`src/rtl/buddy_block_allocator_defines.svh`:
```
// Assertion macros shared by the buddy allocator RTL.
`ifndef BUDDY_BLOCK_ALLOCATOR_DEFINES_SVH
`define BUDDY_BLOCK_ALLOCATOR_DEFINES_SVH

// Implication checked on every clock edge outside reset.
`define BBA_ASSERT_IMP(label, clk, rst, ante, cons) \
  label: assert property (@(posedge clk) disable iff (rst) (ante) |-> (cons)) \
    else $error("assertion failed");

// Implication whose consequent is checked in the cycle after the antecedent.
`define BBA_ASSERT_NEXT(label, clk, rst, ante, cons) \
  label: assert property (@(posedge clk) disable iff (rst) (ante) |=> (cons)) \
    else $error("assertion failed");

`endif

```
`src/rtl/bba_ram.sv`:
```
// ----------------------------------------------------------------------------
// bba_ram
// Generic single-port synchronous RAM with registered read.
// ----------------------------------------------------------------------------
module bba_ram #(
  parameter int WIDTH = 8,
  parameter int DEPTH = 16
) (
  input  logic                     clk,
  input  logic                     we,
  input  logic [$clog2(DEPTH)-1:0] addr,
  input  logic [WIDTH-1:0]         wdata,
  output logic [WIDTH-1:0]         rdata
);
  logic [WIDTH-1:0] mem [DEPTH];

  always_ff @(posedge clk) begin
    if (we) begin
      mem[addr] <= wdata;
    end
    rdata <= mem[addr];
  end
endmodule

```
`config.mk`:
```
export PLATFORM = sky130hd
export DESIGN_NAME = bba_ram
export DESIGN_NICKNAME = d
export VERILOG_FILES = /design/src/rtl/buddy_block_allocator_defines.svh /design/src/rtl/bba_ram.sv
export SDC_FILE = /design/constraint.sdc
export NUM_CORES = 1
export LEC_CHECK = 0
export ABC_AREA = 1
export BUFFER_PORTS_ARGS = -buffer_cell sky130_fd_sc_hd__buf_2
export CAP_MARGIN = 10
export CORE_ASPECT_RATIO = 0.75
export CORE_MARGIN = 2
export CORE_UTILIZATION = 66
export DETAILED_ROUTE_END_ITERATION = 10
export GPL_TIMING_DRIVEN = 0
export PLACE_DENSITY = 0.81
export SYNTH_ARGS = -nofsm -noshare
export SYNTH_HDL_FRONTEND = slang
export SYNTH_SLANG_ARGS = --single-unit
```
`constraint.sdc`:
```
create_clock -name clk -period 2.81 [get_ports clk]
set_input_delay 0.281 -clock clk [delete_from_list [all_inputs] [get_ports clk]]
set_output_delay 0.281 -clock clk [all_outputs]
set_load 0.02 [all_outputs]
```
==> flow_summary.json <==
{
  "io-pin-count": 22,
  "chipWidth_um": 110,
  "cts_htree_levels": 4,
  "start_util_pct": 67.0,
  "clockRootBuffer": "clkbuf_16",
  "global_route_wire_length_before_repair_mm": 18.5,
  "tritoncts.num_buffers": 17,
  "routed-via-count": 3864,
  "synth-edff-count": 128,
  "ir_worst_vdd_mv": 0.742,
  "ys_seq_elements": 136,
  "timing.max_slew.rel_slack_pct": 45.6,
  "post_synth_inst_count": 548,
  "final_layout_size_suffix_gt1_share_pct": 11.0,
  "netlist_top_cells_count": "346 x nand2_1, 128 x edfxtp_1, 21 x inv_1",
  "setup_total_negative_slack_ps": 0,
  "yosys_most_used_dff": "edfxtp_1",
  "run_status": "finished clean",
  "grt_pass1_vias": 3737,
  "crit_arrival_ps": 1830,
  "die_h_um": 83.7,
  "netlist-cell-type-count": 11,
  "critical_path_fanouts_max": 10,
  "vias_per_cell": 5.46,
  "grt_setup_unrepaired": "false",
  "timing.fmax_mhz": 559,
  "maxCapViolations": 0,
  "detailedRoute.firstPassIterationCount": 6,
  "diodes": 0,
  "synth_area_leader_cell": "edfxtp_1",
  "buffers_from_clock_root_to_sink_at_most": 2,
  "ys.warnings.count": 0,
  "synth_cell_area_um2": 5590,
  "average_size_of_a_mapped_cell_um2": 10.2,
  "hold_path.class": "primary input to flop",
  "timing_max_transition_violations_final": 0,
  "report.final.hold_viol_count": 0,
  "startpoint_type": "primary input",
  "crit_path_end_kind": "flop",
  "clock_sinks": 136,
  "core.rowCount": 29,
  "final.min_clock_period_ps": 1790,
  "ys_async_sr_fraction_pct": 0,
  "cts_post_setup_buffers_inserted": 0,
  "grt-ovfl-total": 0,
  "antenna_violations_before_repair": 0,
  "yosysMostFrequentCell": "nand2_1",
  "power.density_cell_area_nw_per_um2": 769,
  "total_leakage_power_nw": 2.81,
  "finalNetCount": 601,
  "wirelength_mm": 12.1,
  "tritoncts": "done",
  "detail_route.iter0.violations": 385,
  "layout_worst_path_cycle_share_pct": 63.6,
  "cpPeakStageDelay_ps": 670,
  "synth_seq_area_share_pct": 71.6,
  "finalSetupViolCount": 0,
  "post_route_ant_nets": 0,
  "port-buffer-count": 20,
  "worst-setup-path-type": "primary input to flop",
  "gr_usage_total_pct": 28.6,
  "mean_routed_wirelength_per_cell_um": 17.1,
  "fp.dieArea_um2": 9230,
  "drc_violation_count_after_routing": 0,
  "critPathRequiredTime_ps": 2850,
  "design.core.area_um2": 8350,
  "clk-insertion-delay-late_ps": 420,
  "hold_buffers": 0,
  "path_clk_slew_ps": 50,
  "critical-path-slowest-cell": "nor2_1",
  "cp_cell_sequence": "buf_2, clkbuf_1, nand3_1, nor2_1",
  "final_replace_weighted_congestion": 0.935,
  "worst_clock_skew_ps": 4.03,
  "area.growth.synth_to_final_pct": 15.6,
  "synthDominantCellAreaShare_pct": 68.7,
  "grt_start_max_net_pins": 17,
  "mappedNetlistNets": 562,
  "place_hpwl_mm": 7.45,
  "cts-resized-gates": 0,
  "hold_ws_ps": 275,
  "worstMarginPinSlew_ps": 812,
  "post_synth_main_area_contributors": "edfxtp_1 69%, nand2_1 23%, dfxtp_1 2.9%"
}
layout by cell type, fill, tap and decap left out, drive strengths merged:
cell	netlist	final
nand2	346	346
edfxtp	128	128
buf	18	38
clkbuf	3	27
inv	22	22
nor2	18	18
dfxtp	8	8
bufinv	0	5
nand3	4	4
clkinv	1	3
clkinvlp	0	1
layout make-up:
class,instances,area (um2)
repair buffers,20,100
flip-flops and latches,136,4000
plain buffers,21,116
multi-input cells,368,1390
clock inverters,8,168
clock buffers,24,472
inverters,23,86.3
well taps,108,135
fillers,487,1880
final timing paths:
kind,slack (ps),start,cells past startpoint,end
setup / recovery,1020,addr[1],4,mem[11][2]$_DFFE_PP_
hold / removal,270,wdata[0],1,mem[5][0]$_DFFE_PP_
setup reg to reg,1750,mem[4][7]$_DFFE_PP_,8,rdata[7]$_DFF_P_
hold reg to reg,710,mem[10][1]$_DFFE_PP_,8,rdata[1]$_DFF_P_
stage by stage:
stage	util (%)	area (um2)	power (mW)	worst slack (ps)	instances
finish	77.5	6470	4.97	1020	708
global route	77.5	6470	5.11	906	708
CTS	77.5	6470	4.98	1040	708
detailed placement	69.8	5830	2.60	611	676
global placement	69.8	5830	2.60	680	676
floorplan	-	5590	2.49	1150	548
critical path, delay by kind of cell:
kind	cells	cell delay (ps)
and+or+nand+nor	2	970
buffers and inverters	2	570
cell families after synthesis:
family / count (synthesis) / share of synthesized area [%]
and+or+nand+nor: 368 / 24.8
DFF: 136 / 71.6
buffers and inverters: 44 / 3.62
power breakdown:
group	switching, mW	total [mW]	internal (mW)	leakage [nW]
combinational	0.215	0.293	0.0777	1.28
clock	0.779	2.40	1.62	0.308
sequential	0.0120	2.28	2.27	1.22
total	1.01	4.97	3.97	2.81
per-layer routing:
metal / vias up / global-route usage [%] / wire length, um
met4: 0 / 12.8 / 327
met3: 33 / 8.74 / 1160
met5: - / 0 / 0
li1: 1833 / - / -
met2: 209 / 45.4 / 5940
met1: 1789 / 36.3 / 4670
sequential cells by signal, summed over array words and instances (netlist names):
signal,flops
mem,128
rdata,8
(Power assumes the default switching activity.)
